### config.mk
export PLATFORM = sky130hd
export DESIGN_NAME = integer_to_radix_digits_top
export DESIGN_NICKNAME = d
export VERILOG_FILES = /design/src/rtl/itrd_pkg.sv /design/src/rtl/itrd_ram.sv /design/src/rtl/itrd_front.sv /design/src/rtl/itrd_queue.sv /design/src/rtl/itrd_back.sv /design/src/rtl/integer_to_radix_digits_top.sv
export SDC_FILE = /design/constraint.sdc
export NUM_CORES = 1
export LEC_CHECK = 0
export BUFFER_PORTS_ARGS = -buffer_cell sky130_fd_sc_hd__buf_2
export CELL_PAD_IN_SITES_DETAIL_PLACEMENT = 1
export CELL_PAD_IN_SITES_GLOBAL_PLACEMENT = 1
export CORE_ASPECT_RATIO = 1.75
export CORE_MARGIN = 3
export CORE_UTILIZATION = 55
export CTS_BUF_LIST = sky130_fd_sc_hd__clkbuf_4 sky130_fd_sc_hd__clkbuf_8
export DETAILED_ROUTE_END_ITERATION = 16
export PLACE_DENSITY_LB_ADDON = 0.1
export SLEW_MARGIN = 0
export SYNTH_ARGS = -nofsm -noshare
export SYNTH_HDL_FRONTEND = slang
export SYNTH_SLANG_ARGS = --single-unit
### constraint.sdc
create_clock -name i_clk -period 9.6 [get_ports i_clk]
set_input_delay 0.48 -clock i_clk [delete_from_list [all_inputs] [get_ports i_clk]]
set_output_delay 0.48 -clock i_clk [all_outputs]
set_load 0.01 [all_outputs]
### src/rtl/itrd_pkg.sv
// Shared types, constants and helper functions for the radix digit converter.
// No dependencies; every other file except itrd_ram refers to this package by scoped names.
`timescale 1ns / 1ps

package itrd_pkg;

    // Sizing
    localparam int VALUE_BITS = 64;
    localparam int MAX_DIGITS = 64;
    localparam int IDX_W      = $clog2(MAX_DIGITS);
    localparam int CNT_W      = $clog2(MAX_DIGITS + 1);
    localparam int BIT_W      = $clog2(VALUE_BITS);
    localparam int QDEPTH     = 2;
    localparam int QPTR_W     = $clog2(QDEPTH);

    // Field widths fixed by the interface
    localparam int RADIX_W = 6;
    localparam int PAD_W   = 7;
    localparam int CHAR_W  = 8;

    // Character and radix constants
    localparam logic [RADIX_W-1:0] DEC_LIMIT = 6'd10;
    localparam logic [RADIX_W-1:0] RADIX_MIN = 6'd2;
    localparam logic [RADIX_W-1:0] RADIX_MAX = 6'd36;
    localparam logic [CHAR_W-1:0]  CHAR_ZERO = 8'h30;
    localparam logic [CHAR_W-1:0]  CHAR_A    = 8'h41;

    // One queued conversion job, already clamped and masked
    typedef struct packed {
        logic [VALUE_BITS-1:0] value;
        logic [RADIX_W-1:0]    radix;
        logic [CNT_W-1:0]      pad;
    } t_job;

    // Digit value 0..35 to ASCII '0'..'9', 'A'..'Z'
    function automatic logic [CHAR_W-1:0] digit_to_char(input logic [RADIX_W-1:0] d);
        logic [CHAR_W-1:0] dx;
        dx = {{(CHAR_W - RADIX_W){1'b0}}, d};
        if (d < DEC_LIMIT) begin
            return dx + CHAR_ZERO;
        end
        return dx - {{(CHAR_W - RADIX_W){1'b0}}, DEC_LIMIT} + CHAR_A;
    endfunction

endpackage

### src/rtl/itrd_ram.sv
// Generic single-write, single-read RAM with registered read data.
// No dependencies.
`timescale 1ns / 1ps

module itrd_ram #(
    parameter int WIDTH = 8,
    parameter int DEPTH = 64
) (
    input  logic                     i_clk,
    input  logic                     i_we,
    input  logic [$clog2(DEPTH)-1:0] i_waddr,
    input  logic [WIDTH-1:0]         i_wdata,
    input  logic                     i_re,
    input  logic [$clog2(DEPTH)-1:0] i_raddr,
    output logic [WIDTH-1:0]         o_rdata
);

    logic [WIDTH-1:0] r_mem [DEPTH];
    logic [WIDTH-1:0] r_rdata;

    // Storage and registered read port
    always_ff @(posedge i_clk) begin
        if (i_we) begin
            r_mem[i_waddr] <= i_wdata;
        end
        if (i_re) begin
            r_rdata <= r_mem[i_raddr];
        end
    end

    assign o_rdata = r_rdata;

endmodule

### src/rtl/itrd_front.sv
// Front end: takes input transactions, clamps radix and pad width, masks the value.
// Depends on itrd_pkg.
`timescale 1ns / 1ps

module itrd_front (
    input  logic                                i_valid,
    input  logic [63:0]                         i_value,
    input  logic [itrd_pkg::RADIX_W-1:0]        i_radix,
    input  logic [itrd_pkg::PAD_W-1:0]          i_pad_width,
    input  logic                                i_full,
    output logic                                o_stall,
    output logic                                o_push,
    output itrd_pkg::t_job                      o_job
);

    logic [itrd_pkg::RADIX_W-1:0] w_radix;
    logic [itrd_pkg::CNT_W-1:0]   w_pad;

    // Radix limited to 2..36
    always_comb begin
        if (i_radix < itrd_pkg::RADIX_MIN) begin
            w_radix = itrd_pkg::RADIX_MIN;
        end else if (i_radix > itrd_pkg::RADIX_MAX) begin
            w_radix = itrd_pkg::RADIX_MAX;
        end else begin
            w_radix = i_radix;
        end
    end

    // Pad width limited to the digit store depth
    always_comb begin
        if (i_pad_width > itrd_pkg::PAD_W'(itrd_pkg::MAX_DIGITS)) begin
            w_pad = itrd_pkg::CNT_W'(itrd_pkg::MAX_DIGITS);
        end else begin
            w_pad = itrd_pkg::CNT_W'(i_pad_width);
        end
    end

    assign o_stall     = i_full;
    assign o_push      = i_valid && !i_full;
    assign o_job.value = i_value[itrd_pkg::VALUE_BITS-1:0];
    assign o_job.radix = w_radix;
    assign o_job.pad   = w_pad;

endmodule

### src/rtl/itrd_queue.sv
// Short job queue between the front end and the conversion engine.
// Depends on itrd_pkg.
`timescale 1ns / 1ps

module itrd_queue (
    input  logic           i_clk,
    input  logic           i_rst_n,
    input  logic           i_push,
    input  itrd_pkg::t_job i_job,
    output logic           o_full,
    input  logic           i_pop,
    output logic           o_valid,
    output itrd_pkg::t_job o_job
);

    itrd_pkg::t_job                r_slot [itrd_pkg::QDEPTH];
    logic [itrd_pkg::QPTR_W-1:0]   r_wptr;
    logic [itrd_pkg::QPTR_W-1:0]   r_rptr;
    logic [itrd_pkg::QPTR_W:0]     r_count;
    logic                          w_pop;

    assign w_pop   = i_pop && (r_count != '0);
    assign o_full  = (r_count == (itrd_pkg::QPTR_W + 1)'(itrd_pkg::QDEPTH));
    assign o_valid = (r_count != '0);
    assign o_job   = r_slot[r_rptr];

    // Pointers and occupancy
    always_ff @(posedge i_clk) begin
        if (!i_rst_n) begin
            r_wptr  <= '0;
            r_rptr  <= '0;
            r_count <= '0;
        end else begin
            if (i_push) begin
                r_wptr <= r_wptr + 1'b1;
            end
            if (w_pop) begin
                r_rptr <= r_rptr + 1'b1;
            end
            case ({i_push, w_pop})
                2'b10:   r_count <= r_count + 1'b1;
                2'b01:   r_count <= r_count - 1'b1;
                default: r_count <= r_count;
            endcase
        end
    end

    // Payload slots
    always_ff @(posedge i_clk) begin
        if (i_push) begin
            r_slot[r_wptr] <= i_job;
        end
    end

endmodule

### src/rtl/itrd_back.sv
// Conversion engine: bit-serial division by the radix, digit stack, character output.
// Depends on itrd_pkg and itrd_ram.
`timescale 1ns / 1ps

module itrd_back (
    input  logic                          i_clk,
    input  logic                          i_rst_n,
    input  logic                          i_job_valid,
    input  itrd_pkg::t_job                i_job,
    output logic                          o_pop,
    output logic                          o_valid,
    input  logic                          i_stall,
    output logic [itrd_pkg::CHAR_W-1:0]   o_digit_char,
    output logic                          o_last
);

    localparam int VB = itrd_pkg::VALUE_BITS;

    typedef enum logic [1:0] {
        S_IDLE,
        S_DIV,
        S_EMIT_RD,
        S_EMIT_OUT
    } t_state;

    t_state                          r_state;
    logic [VB-1:0]                   r_quot;
    logic [itrd_pkg::RADIX_W-1:0]    r_rem;
    logic [itrd_pkg::BIT_W-1:0]      r_bit;
    logic [itrd_pkg::RADIX_W-1:0]    r_radix;
    logic [itrd_pkg::CNT_W-1:0]      r_pad;
    logic [itrd_pkg::CNT_W-1:0]      r_count;
    logic [itrd_pkg::CNT_W-1:0]      r_fe;
    logic                            r_out_valid;
    logic [itrd_pkg::CHAR_W-1:0]     r_out_char;
    logic                            r_out_last;

    logic [itrd_pkg::RADIX_W:0]      w_trial;
    logic                            w_ge;
    logic [itrd_pkg::RADIX_W:0]      w_diff;
    logic [itrd_pkg::RADIX_W-1:0]    n_rem;
    logic [VB-1:0]                   n_quot;
    logic [itrd_pkg::CNT_W-1:0]      n_count;
    logic [itrd_pkg::CNT_W-1:0]      n_total;
    logic                            w_div_last;
    logic                            w_wr;
    logic                            w_rd;
    logic                            w_out_free;
    logic [itrd_pkg::RADIX_W-1:0]    w_rd_digit;
    logic [itrd_pkg::CHAR_W-1:0]     n_char;

    // One restoring division step per cycle
    assign w_trial    = {r_rem, r_quot[VB-1]};
    assign w_ge       = (w_trial >= {1'b0, r_radix});
    assign w_diff     = w_trial - {1'b0, r_radix};
    assign n_rem      = w_ge ? w_diff[itrd_pkg::RADIX_W-1:0] : w_trial[itrd_pkg::RADIX_W-1:0];
    assign n_quot     = {r_quot[VB-2:0], w_ge};
    assign w_div_last = (r_bit == itrd_pkg::BIT_W'(VB - 1));
    assign n_count    = r_count + 1'b1;
    assign n_total    = (n_count > r_pad) ? n_count : r_pad;

    // Digit stack
    assign w_wr = (r_state == S_DIV) && w_div_last;
    assign w_rd = (r_state == S_EMIT_RD);

    itrd_ram #(
        .WIDTH (itrd_pkg::RADIX_W),
        .DEPTH (itrd_pkg::MAX_DIGITS)
    ) u_stack (
        .i_clk   (i_clk),
        .i_we    (w_wr),
        .i_waddr (r_count[itrd_pkg::IDX_W-1:0]),
        .i_wdata (n_rem),
        .i_re    (w_rd),
        .i_raddr (r_fe[itrd_pkg::IDX_W-1:0]),
        .o_rdata (w_rd_digit)
    );

    // Positions beyond the collected digits are leading zeros
    assign n_char = (r_fe < r_count) ? itrd_pkg::digit_to_char(w_rd_digit)
                                     : itrd_pkg::CHAR_ZERO;

    assign w_out_free = !r_out_valid || !i_stall;
    assign o_pop      = (r_state == S_IDLE) && i_job_valid;

    // Sequencer and output register
    always_ff @(posedge i_clk) begin
        if (!i_rst_n) begin
            r_state     <= S_IDLE;
            r_count     <= '0;
            r_quot      <= '0;
            r_out_valid <= 1'b0;
        end else begin
            // Output register refills from the emit state, else empties on acceptance
            if ((r_state == S_EMIT_OUT) && w_out_free) begin
                r_out_valid <= 1'b1;
            end else if (!i_stall) begin
                r_out_valid <= 1'b0;
            end
            unique case (r_state)
                S_IDLE: begin
                    if (i_job_valid) begin
                        r_quot  <= i_job.value;
                        r_radix <= i_job.radix;
                        r_pad   <= i_job.pad;
                        r_rem   <= '0;
                        r_bit   <= '0;
                        r_count <= '0;
                        r_state <= S_DIV;
                    end
                end
                S_DIV: begin
                    r_quot <= n_quot;
                    if (w_div_last) begin
                        r_count <= n_count;
                        r_rem   <= '0;
                        r_bit   <= '0;
                        if ((n_quot == '0) ||
                            (n_count >= itrd_pkg::CNT_W'(itrd_pkg::MAX_DIGITS))) begin
                            r_fe    <= n_total - 1'b1;
                            r_state <= S_EMIT_RD;
                        end
                    end else begin
                        r_rem <= n_rem;
                        r_bit <= r_bit + 1'b1;
                    end
                end
                S_EMIT_RD: begin
                    r_state <= S_EMIT_OUT;
                end
                S_EMIT_OUT: begin
                    if (w_out_free) begin
                        r_out_char  <= n_char;
                        r_out_last  <= (r_fe == '0);
                        if (r_fe == '0) begin
                            r_state <= S_IDLE;
                        end else begin
                            r_fe    <= r_fe - 1'b1;
                            r_state <= S_EMIT_RD;
                        end
                    end
                end
                default: r_state <= S_IDLE;
            endcase
        end
    end

    assign o_valid      = r_out_valid;
    assign o_digit_char = r_out_char;
    assign o_last       = r_out_last;

endmodule

### src/rtl/integer_to_radix_digits_top.sv
// Converts an unsigned 64-bit value to ASCII digits in base 2..36, most significant
// first, with leading '0' fill up to pad_width and a last flag on the final character.
// Input transactions enter a two-deep job queue, so up to two further numbers can be
// taken while one is converted. Each number is taken from the queue, then each collected
// digit (at least one, up to 64) needs a full pass of the bit-serial divider over
// VALUE_BITS bits, and each emitted character goes through a digit stack read and then
// the output register. Radix below 2 is taken as 2, above 36 as 36, and pad width above
// 64 as 64. Depends on itrd_pkg, itrd_front, itrd_queue and itrd_back.
`timescale 1ns / 1ps

module integer_to_radix_digits_top (
    input  logic                               i_clk,
    input  logic                               i_rst_n,
    input  logic                               i_valid,
    output logic                               o_stall,
    input  logic [63:0]                        i_value,
    input  logic [itrd_pkg::RADIX_W-1:0]       i_radix,
    input  logic [itrd_pkg::PAD_W-1:0]         i_pad_width,
    output logic                               o_valid,
    input  logic                               i_stall,
    output logic [itrd_pkg::CHAR_W-1:0]        o_digit_char,
    output logic                               o_last
);

    logic           w_push;
    logic           w_full;
    logic           w_pop;
    logic           w_job_valid;
    itrd_pkg::t_job w_in_job;
    itrd_pkg::t_job w_q_job;

    itrd_front u_front (
        .i_valid     (i_valid),
        .i_value     (i_value),
        .i_radix     (i_radix),
        .i_pad_width (i_pad_width),
        .i_full      (w_full),
        .o_stall     (o_stall),
        .o_push      (w_push),
        .o_job       (w_in_job)
    );

    itrd_queue u_queue (
        .i_clk   (i_clk),
        .i_rst_n (i_rst_n),
        .i_push  (w_push),
        .i_job   (w_in_job),
        .o_full  (w_full),
        .i_pop   (w_pop),
        .o_valid (w_job_valid),
        .o_job   (w_q_job)
    );

    itrd_back u_back (
        .i_clk        (i_clk),
        .i_rst_n      (i_rst_n),
        .i_job_valid  (w_job_valid),
        .i_job        (w_q_job),
        .o_pop        (w_pop),
        .o_valid      (o_valid),
        .i_stall      (i_stall),
        .o_digit_char (o_digit_char),
        .o_last       (o_last)
    );

endmodule

==> results_dict.tcl, run 1 <==
set metrics [dict create \
    num_rows 105 \
    fin_tns_setup_ps 0 \
    muxShareOfSynthArea 0.1451 \
    finalCritPeriodShare 0.4170 \
    fillers 4075 \
    final_area_mm2 0.02986 \
    cts_buffers 91 \
    worstPathArrival_ps 4410 \
    synth_largest_area_cell "edfxtp_1" \
    cts_resized 0 \
    synth_nets 1579 \
    coreArea_mm2 0.04716 \
    drtPass1Iterations 9 \
    ys_seq_area_frac 0.7249 \
    regArea_mm2 0.01915 \
    synth-edff-count 585 \
    required_ps 10000 \
    dpl-instance-area_mm2 0.02746 \
    p_leak_uw 0.009947 \
    viasPerCell 6.073 \
    dieWidth_um 171.7 \
    slew_headroom 0.1826 \
    critPathMaxFanout 9 \
    dpl.hpwl_um 39410 \
    synth.ff_latch_count 664 \
    ys_warn_count 0 \
    period_needed_ps 4003 \
    synth-simple-area-share 0.05087 \
    clock_path_buffers 3 \
    cts_sinks 664 \
    max-cap-violations 0 \
    peakVddDrop_mv 0.2320 \
    cts_max_level 3 \
    vias 14040 \
    fmax_mhz 249.8 \
    antenna_found_initial 2 \
    final_nets 1759 \
    cts_tree "built" \
    setup_viol 0 \
    synth.top_cells.by_count "edfxtp_1, nor2_1, mux4_2, mux2_2, dfxtp_1" \
    grt_use_met1 0.2639 \
    synth-adder-area-share 0.01393 \
    dp.cells 2086 \
    syn2layout_area_growth_pct 13.03 \
    port_buffers 91 \
    remaining_drc_errors 0 \
    grt_pass1_wl_um 94240 \
    gp_congestion 0.7877 \
    use_met2 0.4959 \
    root_buffer "clkbuf_8" \
    final_layout_size_suffix_gt1_frac 0.2758 \
    power.density_mw_per_mm2 263.0 \
    start_kind "flop" \
    worstSetupEndpointType "flop" \
    start_util 0.5601 \
    synthArstFlopShare 0 \
    finalWirelength_um 61210 \
    cts_setup_buffers 0 \
    grt_max_degree 79 \
    synth_top_family_by_area "multiplexers" \
    gr-total-overflow 0 \
    synth_flop_cell "edfxtp_1" \
    drt_iter0_drc 1068 \
    multi_input_area_mm2 0.006865 \
    yosys-top-cells-area "edfxtp_1, mux4_2, dfxtp_1" \
    final_cells 2311 \
    synth_most_common_cell "edfxtp_1" \
    yosys.area_share.xor_xnor 0.009615 \
    synth_cell_types 51 \
    maxSlewViolCount 0 \
    clkTransAtPathRegs_ps 70 \
    tightest_slew_ps 1226 \
    synth_cells 1470 \
    status "complete, no violations" \
    critPathKind "reg2reg" \
    clock_latency_ps 660 \
    grt_pass1_vias 15770 \
    synth-compound-area-share 0.03865 \
    yosysTopAreaCellShare 0.6650 \
    clock_skew_ps 31.94 \
    mappedNetlistArea_mm2 0.02642 \
    io_pins 92 \
    die_h_um 295.9 \
    busiest_layer "met2" \
    drtAntennaViolNets 0 \
    rsz0062_at_grt "false" \
    hold_viol 0 \
    grt.total_usage 0.2498 \
    die-area_mm2 0.05080 \
    use_met3 0.03948 \
    post_drt_wl_per_cell_um 26.49 \
    avgSynthCellArea_um2 17.97 \
    min_path_type "in2reg" \
]
## final cells by class
class                           instances  area share
Antenna cell                            1  0.00008381
Clock buffer                          123     0.05125
Clock inverter                         42    0.009303
Inverter                               32    0.004023
Multi-Input combinational cell        694      0.2299
Sequential cell                       664      0.6415
Tap cell                              588     0.02464
Timing Repair Buffer                  167     0.03931
## flip-flops by register name, indices dropped and copies added (netlist names), 7 cells and up, named ones only
signal	count
u_back.u_stack.r_mem	384
u_queue.r_slot	154
u_back.r_quot	64
u_back.o_digit_char	8
u_back.r_count	7
u_back.r_fe	7
u_back.r_pad	7
## critical path, stage by stage, from the launching register on
cell     delay [ps]
dfxtp_1         520
nand3_1         360
nor2_1          220
xnor2_1         300
ha_1            360
a21oi_1         150
o21ai_0         170
o21ai_1         490
mux2_2          400
mux2i_1         240
ha_1            270
nand2_1          90
xor2_1          170
## path summary, 6_finish.rpt
path	startpoint	to	slack, ps	cells past startpoint
setup reg to reg	u_back.r_count[3]	u_back.r_fe[4]	5600	12
setup / recovery	u_back.r_count[3]	u_back.r_fe[4]	5600	12
hold / removal	i_value[22]	u_queue.r_slot[0][35]	40	1
hold reg to reg	u_back.r_count[6]	u_back.r_count[6]	510	2
## layer usage
layer,vias to the layer above,share of wire
li1,6275,-
met1,7262,0.34
met2,394,0.60
met3,102,0.040
met4,2,0.028
met5,-,0.00011
## report_power, final
| part | total, µW | leakage, µW | internal, µW | switching [µW] |
|---|---|---|---|---|
| combinational | 1580 | 0.00301 | 472 | 1110 |
| clock | 2150 | 0.000949 | 1120 | 1040 |
| sequential | 4120 | 0.00598 | 3960 | 158 |
## layout by cell type (no fill, tap or decap), types with 6 or more instances in the layout
cell,netlist,final
dlygate4sd3_1,0,59
clkbuf_4,0,26
nand4_1,9,9
xnor2_1,19,19
dfxtp_1,79,78
a222oi_1,63,63
edfxtp_1,585,585
nand2_1,30,29
nor4_1,18,17
inv_1,31,31
buf_2,11,91
clkinv_2,0,14
ha_1,27,27
nand2b_1,7,7
mux2_2,83,83
clkbuf_8,0,97
a21oi_1,18,18
nand3_1,22,22
clkinv_1,0,19
a22oi_1,6,6
o21ai_0,10,10
mux4_2,126,126
buf_4,0,17
nor2_1,171,170
xor2_1,10,10
nor2b_1,14,13
## repair_timing
action,CTS,global route
hold endpoints to repair,116,0
endpoints found under the setup margin,0,0
hold buffers,59,0
## kinds of logic after synthesis
group                    count (synthesis)
AO/OA/AOI/OAI                          123
XOR/XNOR                                29
adder cells (fa/ha/maj)                 29
buffers and inverters                  112
flip-flops                             664
multiplexers                           215
AND/OR/NAND/NOR                        298
## metrics by stage
stage               hold WS, ps  power, µW    util  setup slack (ps)
finish                    42.37       7852  0.6331              5597
global route              13.17       8225  0.6331              5219
CTS                       2.992       7902  0.6330              5601
detailed placement        494.7       5742  0.5821              5609
global placement          483.1       5640  0.5821              5700
floorplan                 448.6       5127       -              5235
No activity file was read; power rests on OpenSTA's default activity.
==> inputs of run 2 (changes only) <==
clock period = 3.73 ns   (was 9.6 ns; I/O delays follow)
==> results_dict.tcl, run 2 (synthesis results as in run 1) <==
set metrics [dict create \
    fmax_mhz 292.3 \
    clock_path_buffers 3 \
    layout_commonest_cell "edfxtp_1" \
    status "complete, no violations" \
    viasPerCell 6.091 \
    hold_viol 0 \
    port_buffers 91 \
    cp_cell_sequence "inv_1 -> nor3_1 -> xnor2_1 -> ha_1 -> nand4_1 -> or2_2 -> o21ai_2 -> mux2_2 -> mux2i_1 -> ha_1 -> nand4_1 -> xnor2_1" \
    r2r_start "u_back.r_count[4]" \
    finalWirelength_um 64440 \
    fillers 4048 \
    antenna_found_initial 1 \
    cts_tree "built" \
    maxSlewViolCount 0 \
    drt_iter0_drc 1184 \
    p_leak_uw 0.01043 \
    largest_register_ffs 384 \
    top_regs "u_back.u_stack.r_mem: 384 flops, u_queue.r_slot: 154 flops, u_back.r_quot: 64 flops" \
    drtPass1Iterations 8 \
    gp_congestion 0.8172 \
    root_buffer "clkbuf_8" \
    period_needed_ps 3421 \
    rr_worst_depth 12 \
    dpl-instance-area_mm2 0.02795 \
    worstSetupEndpointType "flop" \
    whs_ps 244.9 \
    setup_viol 0 \
    dp.cells 2138 \
    crit-reg2reg-capture "u_back.r_fe[6]" \
    cts_sinks 664 \
    peakVddDrop_mv 0.5544 \
    finalCritPeriodShare 0.9173 \
    coreArea_mm2 0.04716 \
    cts_buffers 92 \
    post_drt_wl_per_cell_um 27.00 \
    gr-total-overflow 0 \
    final_area_mm2 0.03071 \
    max-cap-violations 0 \
    required_ps 4130 \
    start_util 0.5601 \
    layout_common_cells "edfxtp_1, nor2_1, mux4_2" \
    use_met3 0.03868 \
    grt_use_met1 0.2892 \
    min_path_cells 2 \
    cp_slowest_cell "dfxtp_1" \
    vias 14540 \
    worstPathArrival_ps 3820 \
    final_cells 2387 \
    tightest_slew_ps 1129 \
    num_rows 105 \
    grt_max_degree 79 \
    largest_register "u_back.u_stack.r_mem" \
    die_h_um 295.9 \
    busiest_layer "met2" \
    worstHoldStart "i_value[48]" \
    power.density_mw_per_mm2 677.2 \
    use_met2 0.5096 \
    grt_pass1_vias 16120 \
    syn2layout_area_growth_pct 16.26 \
    regArea_mm2 0.01915 \
    drtAntennaViolNets 0 \
    grt.total_usage 0.2616 \
    final_nets 1835 \
    min_path_type "in2reg" \
    worst-path-buf-inv 1 \
    multi_input_area_mm2 0.006877 \
    clkTransAtPathRegs_ps 70 \
    cts_setup_buffers 0 \
    clock_latency_ps 660 \
    dpl.hpwl_um 41170 \
    holdPathEnd "u_queue.r_slot[0][61]" \
    cp_top_family "simple AND/OR/NAND/NOR gates" \
    critPathMaxFanout 8 \
    final_layout_size_suffix_gt1_frac 0.2987 \
    die-area_mm2 0.05080 \
    critPathKind "reg2reg" \
    start_kind "flop" \
    remaining_drc_errors 0 \
    clock_skew_ps 21.65 \
    grt_pass1_wl_um 98300 \
    slew_headroom 0.2473 \
    cts_max_level 3 \
    io_pins 92 \
    dieWidth_um 171.7 \
    r2r_slack_ps 310 \
    slowest_delay_ps 520 \
]
## run 2: cell types whose count changed in the layout (fill, tap and decap cells not counted), sizes merged
cell	change
dlygate4sd3	+23
buf	+52
clkinv	-11
bufinv	+2
clkinvlp	-2
clkbuf	+12
## run 2: worst max-delay path by stage
stage / start / to / slack, ps / cells past startpoint
after floorplan: u_back.r_radix[0] / u_back.u_stack.r_mem[0][0] / 250 / 7
after global placement: u_back.r_count[0] / u_back.r_fe[6] / 260 / 13
after detailed placement: u_back.r_count[2] / u_back.r_fe[6] / 150 / 12
after CTS: u_back.r_count[0] / u_back.r_fe[6] / 100 / 12
after global routing: u_back.r_count[1] / u_back.r_fe[6] / -1 / 13
final: u_back.r_count[4] / u_back.r_fe[6] / 310 / 12
## run 2: routing by layer
layer / vias up / part of all wire
met4: 0 / 0.028
met1: 7594 / 0.34
met5: - / 0
met3: 97 / 0.038
li1: 6427 / -
met2: 422 / 0.59
## run 2: layout make-up
type / instances / area share
Antenna cell: 1 / 0.00008148
Clock buffer: 135 / 0.05378
Clock inverter: 31 / 0.009003
Inverter: 32 / 0.003911
Multi-Input combinational cell: 694 / 0.2239
Sequential cell: 664 / 0.6237
Tap cell: 588 / 0.02396
Timing Repair Buffer: 242 / 0.06168
## run 2: what timing repair did
action,in CTS,in global routing
hold buffers,82,0
setup endpoints to repair,0,2
endpoints found under the hold margin,158,0
resized for setup,0,4
## run 2: per-stage QoR
step                power, µW  setup WS (ps)    util  setup TNS (ps)
detailed placement      15010          149.0  0.5925               0
floorplan               13190          251.6       -               0
CTS                     20890          103.8  0.6508               0
finish                  20800          308.6  0.6512               0
global route            21730         -1.014  0.6512          -1.014
global placement        14690          259.4  0.5925               0
## run 2: power by group
part,total (µW),switching [µW],internal (µW)
logic,4210,2820,1390
clock network,5850,2670,3190
registers,10700,591,10100
